--- src/rtl/css_pkg.sv ---
package css_pkg;

   // message type codes, shared by requests and responses
   localparam logic [4:0] MSG_NONE  = 5'd0;
   localparam logic [4:0] MSG_SDP   = 5'd1;
   localparam logic [4:0] MSG_V2S   = 5'd2;
   localparam logic [4:0] MSG_APP   = 5'd3;
   localparam logic [4:0] MSG_SETUP = 5'd4;
   localparam logic [4:0] MSG_SDISC = 5'd5;
   localparam logic [4:0] MSG_PSEL  = 5'd6;
   localparam logic [4:0] MSG_SDET  = 5'd7;
   localparam logic [4:0] MSG_AUTH  = 5'd8;
   localparam logic [4:0] MSG_CPD   = 5'd9;
   localparam logic [4:0] MSG_PDEL  = 5'd10;
   localparam logic [4:0] MSG_CSTAT = 5'd11;
   localparam logic [4:0] MSG_STOP  = 5'd12;
   localparam logic [4:0] MSG_CABLE = 5'd13;
   localparam logic [4:0] MSG_PRE   = 5'd14;
   localparam logic [4:0] MSG_CDEM  = 5'd15;
   localparam logic [4:0] MSG_WELD  = 5'd16;

   // session state codes
   localparam logic [4:0] ST_IDLE  = 5'd0;
   localparam logic [4:0] ST_AWAIT = 5'd1;
   localparam logic [4:0] ST_SDP   = 5'd2;
   localparam logic [4:0] ST_APP   = 5'd3;
   localparam logic [4:0] ST_SETUP = 5'd4;
   localparam logic [4:0] ST_SDISC = 5'd5;
   localparam logic [4:0] ST_SDET  = 5'd6;
   localparam logic [4:0] ST_PSEL  = 5'd7;
   localparam logic [4:0] ST_AUTH  = 5'd8;
   localparam logic [4:0] ST_CPD   = 5'd9;
   localparam logic [4:0] ST_PDEL  = 5'd10;
   localparam logic [4:0] ST_CSTAT = 5'd11;
   localparam logic [4:0] ST_STOP  = 5'd12;
   localparam logic [4:0] ST_CABLE = 5'd13;
   localparam logic [4:0] ST_PRE   = 5'd14;
   localparam logic [4:0] ST_CDEM  = 5'd15;
   localparam logic [4:0] ST_WELD  = 5'd16;
   localparam logic [4:0] ST_FAIL  = 5'd17;
   localparam logic [4:0] ST_FIN   = 5'd18;

   // one poll word
   typedef struct packed {
      logic       run;
      logic [4:0] msg_type;
      logic       msg_is_request;
      logic       client_connected;
      logic       tls_requested;
      logic       dialect_found;
      logic [7:0] dialect_schema;
   } css_req_type;

   // one result word
   typedef struct packed {
      logic        resp_valid;
      logic [4:0]  resp_type;
      logic        resp_ok;
      logic        resp_tls;
      logic [7:0]  resp_schema;
      logic [63:0] session_id;
      logic [4:0]  state_now;
      logic        done_res;
      logic        close_link;
      logic        unexpected;
      logic        last;
   } css_rsp_type;

   // what the pass logic sees of the session
   typedef struct packed {
      logic [4:0] state;
      logic       entered;
      logic       tls_in_use;
      logic       schema_valid;
      logic [7:0] schema;
      logic       provide_tls;
      logic       first;
   } css_pass_in_type;

   // what one pass decides
   typedef struct packed {
      logic [4:0] next_state;
      logic       entered;
      logic       tls_in_use;
      logic       schema_valid;
      logic [7:0] schema;
      logic       counter_inc;
      logic       again;
      logic       resp_valid;
      logic [4:0] resp_type;
      logic       resp_ok;
      logic       resp_tls;
      logic [7:0] resp_schema;
      logic       done_res;
      logic       close_link;
      logic       unexpected;
   } css_pass_out_type;

   // response sent on fresh entry into an answering state
   function automatic logic [4:0] answer_type(input logic [4:0] st);
      logic [4:0] rt;
      begin
         case (st)
            ST_SDP:   rt = MSG_SDP;
            ST_APP:   rt = MSG_APP;
            ST_SETUP: rt = MSG_SETUP;
            ST_SDISC: rt = MSG_SDISC;
            ST_SDET:  rt = MSG_SDET;
            ST_PSEL:  rt = MSG_PSEL;
            ST_AUTH:  rt = MSG_AUTH;
            ST_CPD:   rt = MSG_CPD;
            ST_PDEL:  rt = MSG_PDEL;
            ST_CSTAT: rt = MSG_CSTAT;
            ST_STOP:  rt = MSG_STOP;
            ST_CABLE: rt = MSG_CABLE;
            ST_PRE:   rt = MSG_PRE;
            ST_CDEM:  rt = MSG_CDEM;
            ST_WELD:  rt = MSG_WELD;
            default:  rt = MSG_NONE;
         endcase
         return rt;
      end
   endfunction

endpackage

--- src/rtl/css_req_if.sv ---
interface css_req_if;
   logic                valid;
   logic                ready;
   css_pkg::css_req_type data;

   modport source(output valid, output data, input ready);
   modport sink(input valid, input data, output ready);
endinterface

--- src/rtl/css_rsp_if.sv ---
interface css_rsp_if;
   logic                valid;
   logic                ready;
   css_pkg::css_rsp_type data;

   modport source(output valid, output data, input ready);
   modport sink(input valid, input data, output ready);
endinterface

--- src/rtl/css_pass_logic.sv ---
module css_pass_logic (
   input  css_pkg::css_pass_in_type  ctl,
   input  css_pkg::css_req_type      word,
   output css_pkg::css_pass_out_type res
);

   logic [4:0] msg;
   logic [4:0] st;
   logic [4:0] nx;
   logic       re;
   logic       early;

   always_comb begin
      st = ctl.state;
      // second pass of a poll sees no message
      msg = ctl.first ? word.msg_type : css_pkg::MSG_NONE;
      early = 1'b0;
      res = '0;
      res.tls_in_use = ctl.tls_in_use;
      res.schema_valid = ctl.schema_valid;
      res.schema = ctl.schema;

      // message arrival: drop or capture negotiation data
      if (msg != css_pkg::MSG_NONE) begin
         if (st == css_pkg::ST_IDLE || st == css_pkg::ST_FIN) begin
            msg = css_pkg::MSG_NONE;
            early = 1'b1;
         end else if (!word.msg_is_request && msg != css_pkg::MSG_V2S) begin
            msg = css_pkg::MSG_NONE;
            early = 1'b1;
         end else if (msg == css_pkg::MSG_SDP) begin
            res.tls_in_use = word.tls_requested & ctl.provide_tls;
         end else if (msg == css_pkg::MSG_APP) begin
            res.schema_valid = word.dialect_found;
            res.schema = word.dialect_found ? word.dialect_schema : 8'd0;
         end
      end

      nx = st;
      re = 1'b0;
      res.unexpected = early;

      // response on fresh entry consumes the pending message
      if (ctl.entered && (st inside {[css_pkg::ST_SDP:css_pkg::ST_WELD]})) begin
         res.resp_valid = 1'b1;
         res.resp_type = css_pkg::answer_type(st);
         if (st == css_pkg::ST_SDP) begin
            res.resp_tls = res.tls_in_use;
         end else if (st == css_pkg::ST_APP) begin
            if (res.schema_valid) begin
               res.resp_ok = 1'b1;
               res.resp_schema = res.schema;
            end else begin
               nx = css_pkg::ST_FAIL;
            end
         end else if (st == css_pkg::ST_SETUP) begin
            res.counter_inc = 1'b1;
         end
         msg = css_pkg::MSG_NONE;
      end

      // transitions
      case (st)
         css_pkg::ST_IDLE: begin
            if (word.run) nx = css_pkg::ST_AWAIT;
         end
         css_pkg::ST_AWAIT: begin
            if (msg == css_pkg::MSG_SDP) begin
               msg = css_pkg::MSG_NONE;
               nx = css_pkg::ST_SDP;
            end else if (msg == css_pkg::MSG_V2S) begin
               res.resp_valid = 1'b1;
               res.resp_type = css_pkg::MSG_V2S;
               msg = css_pkg::MSG_NONE;
            end
         end
         css_pkg::ST_SDP: begin
            if (msg == css_pkg::MSG_APP) nx = css_pkg::ST_APP;
         end
         css_pkg::ST_APP: begin
            if (msg == css_pkg::MSG_SETUP) nx = css_pkg::ST_SETUP;
         end
         css_pkg::ST_SETUP: begin
            if (msg == css_pkg::MSG_SDISC) nx = css_pkg::ST_SDISC;
         end
         css_pkg::ST_SDISC: begin
            if (msg == css_pkg::MSG_PSEL) nx = css_pkg::ST_PSEL;
            else if (msg == css_pkg::MSG_SDET) nx = css_pkg::ST_SDET;
         end
         css_pkg::ST_SDET: begin
            if (msg == css_pkg::MSG_PSEL) nx = css_pkg::ST_PSEL;
         end
         css_pkg::ST_PSEL: begin
            if (msg == css_pkg::MSG_AUTH) nx = css_pkg::ST_AUTH;
         end
         css_pkg::ST_AUTH: begin
            if (msg == css_pkg::MSG_AUTH) re = 1'b1;
            else if (msg == css_pkg::MSG_CPD) nx = css_pkg::ST_CPD;
         end
         css_pkg::ST_CPD: begin
            if (msg == css_pkg::MSG_PDEL) nx = css_pkg::ST_PDEL;
            else if (msg == css_pkg::MSG_CABLE) nx = css_pkg::ST_CABLE;
         end
         css_pkg::ST_PDEL: begin
            if (msg == css_pkg::MSG_CPD) nx = css_pkg::ST_CPD;
            else if (msg == css_pkg::MSG_CSTAT) nx = css_pkg::ST_CSTAT;
            else if (msg == css_pkg::MSG_STOP) nx = css_pkg::ST_STOP;
            else if (msg == css_pkg::MSG_CDEM) nx = css_pkg::ST_CDEM;
            else if (msg == css_pkg::MSG_WELD) nx = css_pkg::ST_WELD;
         end
         css_pkg::ST_CSTAT: begin
            if (msg == css_pkg::MSG_CSTAT) re = 1'b1;
            else if (msg == css_pkg::MSG_PDEL) nx = css_pkg::ST_PDEL;
         end
         css_pkg::ST_STOP: begin
            if (!word.client_connected) nx = css_pkg::ST_FIN;
         end
         css_pkg::ST_CABLE: begin
            if (msg == css_pkg::MSG_CABLE) re = 1'b1;
            else if (msg == css_pkg::MSG_PRE) nx = css_pkg::ST_PRE;
         end
         css_pkg::ST_PRE: begin
            if (msg == css_pkg::MSG_PRE) re = 1'b1;
            else if (msg == css_pkg::MSG_PDEL) nx = css_pkg::ST_PDEL;
         end
         css_pkg::ST_CDEM: begin
            if (msg == css_pkg::MSG_CDEM) re = 1'b1;
            else if (msg == css_pkg::MSG_PDEL) nx = css_pkg::ST_PDEL;
         end
         css_pkg::ST_WELD: begin
            if (msg == css_pkg::MSG_WELD) re = 1'b1;
            else if (msg == css_pkg::MSG_STOP) nx = css_pkg::ST_STOP;
         end
         css_pkg::ST_FAIL: begin
            res.close_link = ctl.entered;
            res.done_res = 1'b1;
            if (!word.run) nx = css_pkg::ST_IDLE;
         end
         css_pkg::ST_FIN: begin
            res.done_res = 1'b1;
            if (!word.run) nx = css_pkg::ST_IDLE;
         end
         default: begin
         end
      endcase

      // a message that led nowhere is flagged
      if (nx == st && !re && msg != css_pkg::MSG_NONE) res.unexpected = 1'b1;

      // lost link in a mid-session state
      if (!word.client_connected &&
          !(st inside {css_pkg::ST_IDLE, css_pkg::ST_AWAIT, css_pkg::ST_SDP,
                       css_pkg::ST_STOP, css_pkg::ST_FAIL, css_pkg::ST_FIN}))
         nx = css_pkg::ST_FAIL;

      res.next_state = nx;
      res.entered = re || (nx != st);
      res.again = res.entered && ctl.first;
   end

endmodule

--- src/rtl/charger_session_sequencer.sv ---
// channel   dir   handshake     word
// req_port  in    valid/ready   css_req_type (one poll)
// rsp_port  out   valid/ready   css_rsp_type (one result per pass)
// csr_*     in    write enable  provide_tls
//
// a poll yields a single word, or two words when its first pass enters a state;
// the one pass unit runs both passes, one per cycle unless the result stalls,
// between the poll register and the result register
// reset clears the session state, provide_tls to 1 and both valid flags
// a stalled result holds in its register while the next poll is taken in
module charger_session_sequencer (
   input  logic            clock,
   input  logic            reset,
   css_req_if.sink         req_port,
   css_rsp_if.source       rsp_port,
   input  logic            csr_wr_en,
   input  logic            csr_wr_data
);

   css_pkg::css_req_type      req_ff, req_in;
   logic                      req_valid_ff, req_valid_in;
   logic                      phase_ff, phase_in;
   css_pkg::css_rsp_type      rsp_ff, rsp_in;
   logic                      rsp_valid_ff, rsp_valid_in;
   logic [4:0]                state_ff, state_in;
   logic                      entered_ff, entered_in;
   logic                      tls_ff, tls_in;
   logic                      schema_valid_ff, schema_valid_in;
   logic [7:0]                schema_ff, schema_in;
   logic [63:0]               counter_ff, counter_in;
   logic                      provide_tls_ff, provide_tls_in;

   css_pkg::css_pass_in_type  pass_ctl;
   css_pkg::css_pass_out_type pass_res;
   logic                      fire;
   logic                      accept;

   // pass unit
   assign pass_ctl.state = state_ff;
   assign pass_ctl.entered = entered_ff;
   assign pass_ctl.tls_in_use = tls_ff;
   assign pass_ctl.schema_valid = schema_valid_ff;
   assign pass_ctl.schema = schema_ff;
   assign pass_ctl.provide_tls = provide_tls_ff;
   assign pass_ctl.first = !phase_ff;

   css_pass_logic u_pass (
      .ctl  (pass_ctl),
      .word (req_ff),
      .res  (pass_res)
   );

   // handshake
   assign fire = req_valid_ff && (!rsp_valid_ff || rsp_port.ready);
   assign req_port.ready = !req_valid_ff || (fire && !pass_res.again);
   assign accept = req_port.valid && req_port.ready;
   assign rsp_port.valid = rsp_valid_ff;
   assign rsp_port.data = rsp_ff;

   // next values
   always_comb begin
      req_in = req_ff;
      req_valid_in = req_valid_ff;
      phase_in = phase_ff;
      rsp_in = rsp_ff;
      rsp_valid_in = rsp_valid_ff;
      state_in = state_ff;
      entered_in = entered_ff;
      tls_in = tls_ff;
      schema_valid_in = schema_valid_ff;
      schema_in = schema_ff;
      counter_in = counter_ff;
      provide_tls_in = csr_wr_en ? csr_wr_data : provide_tls_ff;

      if (rsp_port.ready) rsp_valid_in = 1'b0;

      if (fire) begin
         state_in = pass_res.next_state;
         entered_in = pass_res.entered;
         tls_in = pass_res.tls_in_use;
         schema_valid_in = pass_res.schema_valid;
         schema_in = pass_res.schema;
         if (pass_res.counter_inc) counter_in = counter_ff + 64'd1;

         rsp_valid_in = 1'b1;
         rsp_in.resp_valid = pass_res.resp_valid;
         rsp_in.resp_type = pass_res.resp_type;
         rsp_in.resp_ok = pass_res.resp_ok;
         rsp_in.resp_tls = pass_res.resp_tls;
         rsp_in.resp_schema = pass_res.resp_schema;
         rsp_in.session_id = counter_in;
         rsp_in.state_now = pass_res.next_state;
         rsp_in.done_res = pass_res.done_res;
         rsp_in.close_link = pass_res.close_link;
         rsp_in.unexpected = pass_res.unexpected;
         rsp_in.last = !pass_res.again;

         if (pass_res.again) begin
            phase_in = 1'b1;
         end else begin
            phase_in = 1'b0;
            req_valid_in = 1'b0;
         end
      end

      if (accept) begin
         req_in = req_port.data;
         req_valid_in = 1'b1;
      end
   end

   // control and session state
   always_ff @(posedge clock) begin
      if (reset) begin
         req_valid_ff <= 1'b0;
         phase_ff <= 1'b0;
         rsp_valid_ff <= 1'b0;
         state_ff <= css_pkg::ST_IDLE;
         entered_ff <= 1'b1;
         tls_ff <= 1'b0;
         schema_valid_ff <= 1'b0;
         schema_ff <= 8'd0;
         counter_ff <= 64'd0;
         provide_tls_ff <= 1'b1;
      end else begin
         req_valid_ff <= req_valid_in;
         phase_ff <= phase_in;
         rsp_valid_ff <= rsp_valid_in;
         state_ff <= state_in;
         entered_ff <= entered_in;
         tls_ff <= tls_in;
         schema_valid_ff <= schema_valid_in;
         schema_ff <= schema_in;
         counter_ff <= counter_in;
         provide_tls_ff <= provide_tls_in;
      end
   end

   // word registers
   always_ff @(posedge clock) begin
      req_ff <= req_in;
      rsp_ff <= rsp_in;
   end

   // second pass only with a poll held
   assert property (@(posedge clock) disable iff (reset) phase_ff |-> req_valid_ff)
      else $error("second pass pending without a poll");

   // a first pass that enters a state is followed by the second pass
   assert property (@(posedge clock) disable iff (reset)
      fire && !phase_ff && pass_res.again |=> phase_ff && req_valid_ff)
      else $error("second pass lost");

   // the second pass always closes the poll
   assert property (@(posedge clock) disable iff (reset)
      fire && phase_ff |=> rsp_ff.last && rsp_valid_ff)
      else $error("second pass word not marked last");

   // the state never leaves the defined codes
   assert property (@(posedge clock) disable iff (reset) state_ff <= css_pkg::ST_FIN)
      else $error("undefined session state");

   // close request only with a done result, as the failure state gives
   assert property (@(posedge clock) disable iff (reset)
      rsp_valid_ff && rsp_ff.close_link |-> rsp_ff.done_res)
      else $error("close request outside failure");

endmodule

--- src/flat_wrapper.sv ---
// flat-port wrapper written by rule: the top's interface ports become plain ports
module charger_session_sequencer_flat 
  (clock, reset, csr_wr_en, csr_wr_data, req_port_valid, req_port_data, req_port_ready, rsp_port_valid, rsp_port_data, rsp_port_ready);
  css_req_if req_port_i ();
  css_rsp_if rsp_port_i ();
  input  logic clock;
  input  logic reset;
  input  logic csr_wr_en;
  input  logic csr_wr_data;
  input wire logic [$bits(req_port_i.valid)-1:0] req_port_valid;
  input wire logic [$bits(req_port_i.data)-1:0] req_port_data;
  output wire logic [$bits(req_port_i.ready)-1:0] req_port_ready;
  output wire logic [$bits(rsp_port_i.valid)-1:0] rsp_port_valid;
  output wire logic [$bits(rsp_port_i.data)-1:0] rsp_port_data;
  input wire logic [$bits(rsp_port_i.ready)-1:0] rsp_port_ready;
  assign req_port_i.valid = req_port_valid;
  assign req_port_i.data = req_port_data;
  assign req_port_ready = req_port_i.ready;
  assign rsp_port_valid = rsp_port_i.valid;
  assign rsp_port_data = rsp_port_i.data;
  assign rsp_port_i.ready = rsp_port_ready;
  charger_session_sequencer u_core (.clock(clock), .reset(reset), .req_port(req_port_i), .rsp_port(rsp_port_i), .csr_wr_en(csr_wr_en), .csr_wr_data(csr_wr_data));
endmodule
--- config.mk ---
export PLATFORM = sky130hd
export DESIGN_NAME = charger_session_sequencer_flat
export DESIGN_NICKNAME = d
export VERILOG_FILES = /design/src/rtl/css_pkg.sv /design/src/rtl/css_req_if.sv /design/src/rtl/css_rsp_if.sv /design/src/rtl/css_pass_logic.sv /design/src/rtl/charger_session_sequencer.sv /design/src/flat_wrapper.sv
export SDC_FILE = /design/constraint.sdc
export NUM_CORES = 1
export LEC_CHECK = 0
export BUFFER_PORTS_ARGS = -buffer_cell sky130_fd_sc_hd__buf_2
export CELL_PAD_IN_SITES_DETAIL_PLACEMENT = 0
export CELL_PAD_IN_SITES_GLOBAL_PLACEMENT = 1
export CORE_MARGIN = 2
export CORE_UTILIZATION = 45
export DETAILED_ROUTE_END_ITERATION = 10
export PLACE_DENSITY = 0.8
export SYNTH_ARGS = -nofsm -noshare
export SYNTH_HDL_FRONTEND = slang
export SYNTH_SLANG_ARGS = --single-unit
export TNS_END_PERCENT = 100
--- constraint.sdc ---
create_clock -name clock -period 4.7 [get_ports clock]
set_input_delay 0.47 -clock clock [delete_from_list [all_inputs] [get_ports clock]]
set_output_delay 0.47 -clock clock [all_outputs]
set_load 0.1 [all_outputs]
==> flow_metrics.tcl <==
set metrics [dict create \
    cp_num_buf_inv 3 \
    drive_gt1_share_pct 18.8 \
    synthFlopType "edfxtp_1" \
    pwr-share-seq_pct 45.6 \
    synthTopCellsByCount "nor2_1, edfxtp_1, nand2_1" \
    grt_max_degree 59 \
    p_leak_nw 4.32 \
    max_stage_delay_ns 0.65 \
    drc 0 \
    antenna_found_initial 0 \
    internal_power_mw 2.79 \
    final_net_count 1198 \
    first_pass_iters 5 \
    clockBufferDepth 2 \
    fillers 2027 \
    ios 115 \
    tns_ns 0 \
    gp_congestion 1.01 \
    clock_sinks 196 \
    finalSetupViolCount 0 \
    clk_latency_ns 0.44 \
    yosysUniqueCellTypes 81 \
    fmaxAchievable_ghz 0.223 \
    num_rows 54 \
    r2r_setup_slack_ns 0.78 \
    p_total_mw 4.25 \
    syn_area_um2 10000 \
    utilization_pct 53.5 \
    path_delay_family "simple AND/OR/NAND/NOR gates" \
    p_comb_share_pct 19.7 \
    cts_buffers 17 \
    cts_hold_buf 0 \
    period_needed_ns 4.48 \
    die_h_um 153 \
    crit_fanout 15 \
    relSlewSlack_pct 32.7 \
    period_share_pct 95.2 \
    syn-instance-count 1062 \
    max_cap_violations 0 \
    vias 8530 \
    grt_pass1_vias 8075 \
    avgRoutedWirePerCell_um 18.9 \
    multi_input_area_um2 4760 \
    worst_setup_path_start_kind "flop" \
    hold_viol 0 \
    cp_cell_sequence "nor4b_2, buf_4, a21oi_1, buf_4, nor4_1, nor2_1, a31oi_1, a41o_1, o211ai_1, nor4_1, or2_1, buf_12" \
    ff_latch_area_um2 4990 \
    antenna_left 0 \
    cts_tree "built" \
    cts_max_level 4 \
    yosys_warnings 0 \
    drv_slew 0 \
    path_depth 12 \
    switching_share_pct 34.4 \
    worstRegToRegCells 13 \
    syn2layout_area_growth_pct 16.4 \
    synth.avg_cell_area_um2 9.44 \
    track_usage_pct 23.8 \
    crit_slowest_cell "edfxtp_1" \
    p_sw_mw 1.46 \
    synth_edf_count 107 \
    cts.root.buffer_cell "clkbuf_16" \
    overflow 0 \
    grt_pass1_wl_um 44500 \
    ir_drop_v 0.000245 \
    yosysMostFrequentCell "nor2_1" \
    drt_iter0_drc 770 \
    fin_skew_ns 0.0154 \
    routed_via_density 5.82 \
    cp-end-kind "primary output" \
    insertedDiodeCount 0 \
    hp-class "input port to flop" \
    worstPathArrival_ns 4.01 \
    clockPowerShare_pct 34.7 \
    dp_hpwl_um 19400 \
    powerDensity_nw_per_um2 364 \
    critPathKind "flop to primary output" \
    postRouteWirelength_um 27700 \
    ys_top_cells_by_area "edfxtp_1, dfxtp_1, xnor2_1" \
    ys_ff_latch 196 \
    syn-num-nets 1088 \
    core_area_um2 21800 \
    clk_pin_slew_ns 0.08 \
    cp.required_ns 4.23 \
    die_area_um2 23500 \
    synth_top_area_cell "edfxtp_1" \
    status "complete, no violations" \
    async_flop_share_pct 0 \
    tightest_slew_ns 1.01 \
    port_buffers 114 \
    start_util_pct 46.0 \
    synth_top_cell_area_share_pct 32.0 \
    fp.dieW_um 153 \
    ys_seq_area_share_pct 49.8 \
    hold_depth 1 \
]
==> cell type report <==
| class | instances | share of cell area (%) |
|---|---|---|
| flip-flops and latches | 196 | 42.8 |
| well taps | 280 | 3.00 |
| repair buffers | 152 | 7.57 |
| clock inverters | 13 | 1.33 |
| inverters | 21 | 0.697 |
| clock buffers | 19 | 3.89 |
| multi-input cells | 784 | 40.7 |
==> stage by stage <==
step           cells  setup WS (ns)  hold slack [ns]  cell area, µm²
2_1_floorplan   1062         0.0645            0.437           10000
3_5_place_dp    1431          0.473            0.447           11000
3_3_place_gp    1431          0.526            0.443           11000
6_report        1465          0.225            0.200           11700
4_1_cts         1465       0.000402            0.190           11600
5_1_grt         1465       -0.00149            0.181           11700
==> logic make-up (layout without fill, tap and decap cells) <==
group	count (synthesis)	count (layout)	share of synthesized area (%)
adder cells (fa/ha/maj)	3	3	0.349
buffers and inverters	82	205	3.21
flip-flops	196	196	49.8
XOR/XNOR	116	116	10.1
multiplexers	3	3	0.324
AO/OA/AOI/OAI	175	175	11.3
AND/OR/NAND/NOR	487	487	24.9
==> power groups by stage <==
| stage | clock network, mW | logic, mW | registers, mW |
|---|---|---|---|
| 3_5_place_dp | 0 | 0.822 | 1.98 |
| 5_1_grt | 1.58 | 0.869 | 1.95 |
| 4_1_cts | 1.51 | 0.827 | 1.94 |
| 2_1_floorplan | 0 | 0.259 | 2.34 |
| 6_report | 1.48 | 0.836 | 1.94 |
| 3_3_place_gp | 0 | 0.830 | 1.98 |
==> cell usage in the layout (no fill, tap or decap), types with 20 or more instances in the layout <==
cell type,synthesis,final
nor3_1,39,37
buf_2,5,113
nor2_1,124,122
inv_1,21,20
o21ai_0,40,40
xnor2_1,62,62
nand4_1,30,30
nand2_1,99,98
xor2_1,54,54
edfxtp_1,107,107
nand3_1,65,65
a21oi_1,57,57
dfxtp_1,89,89
buf_4,0,37
==> timing repair <==
item	in CTS	in global routing
buffers inserted	2	0
endpoints found under the setup margin	1	1
resized for setup	1	10
==> worst reg2reg max path, stage by stage, from the launching register on <==
cell	delay, ns
edfxtp_1	0.65
nor4b_2	0.32
buf_4	0.19
a21oi_1	0.10
buf_4	0.18
nor4_1	0.40
nor2_1	0.16
a31oi_1	0.33
a41o_1	0.32
o211ai_1	0.15
nor4_1	0.32
buf_4	0.17
o21a_1	0.16
buf_12	0.17
==> per-layer routing <==
| metal | vias up | track usage [%] | share of wire (%) |
|---|---|---|---|
| met5 | - | 0 | 0 |
| met4 | 0 | 9.79 | 3.5 |
| met3 | 70 | 4.62 | 6.6 |
| met2 | 339 | 35.4 | 45 |
| met1 | 4059 | 34.0 | 45 |
| li1 | 4062 | - | - |
==> state kept, by name, indices dropped and copies added (netlist names), 5 cells and up, named ones only <==
register and flops:
u_core.rsp_port.data 89, u_core.counter_ff 64, u_core.req_ff 18, u_core.schema_ff 8, u_core.state_ff 5
==> path summary, 6_finish.rpt <==
check                                          from                   to
worst max-delay path              u_core.req_ff[13]       req_port_ready
worst min-delay path              req_port_data[17]    u_core.req_ff[17]
worst max register to register    u_core.req_ff[13]     u_core.req_ff[5]
worst min register to register  u_core.schema_ff[4]  u_core.schema_ff[4]
(Power assumes the default switching activity.)
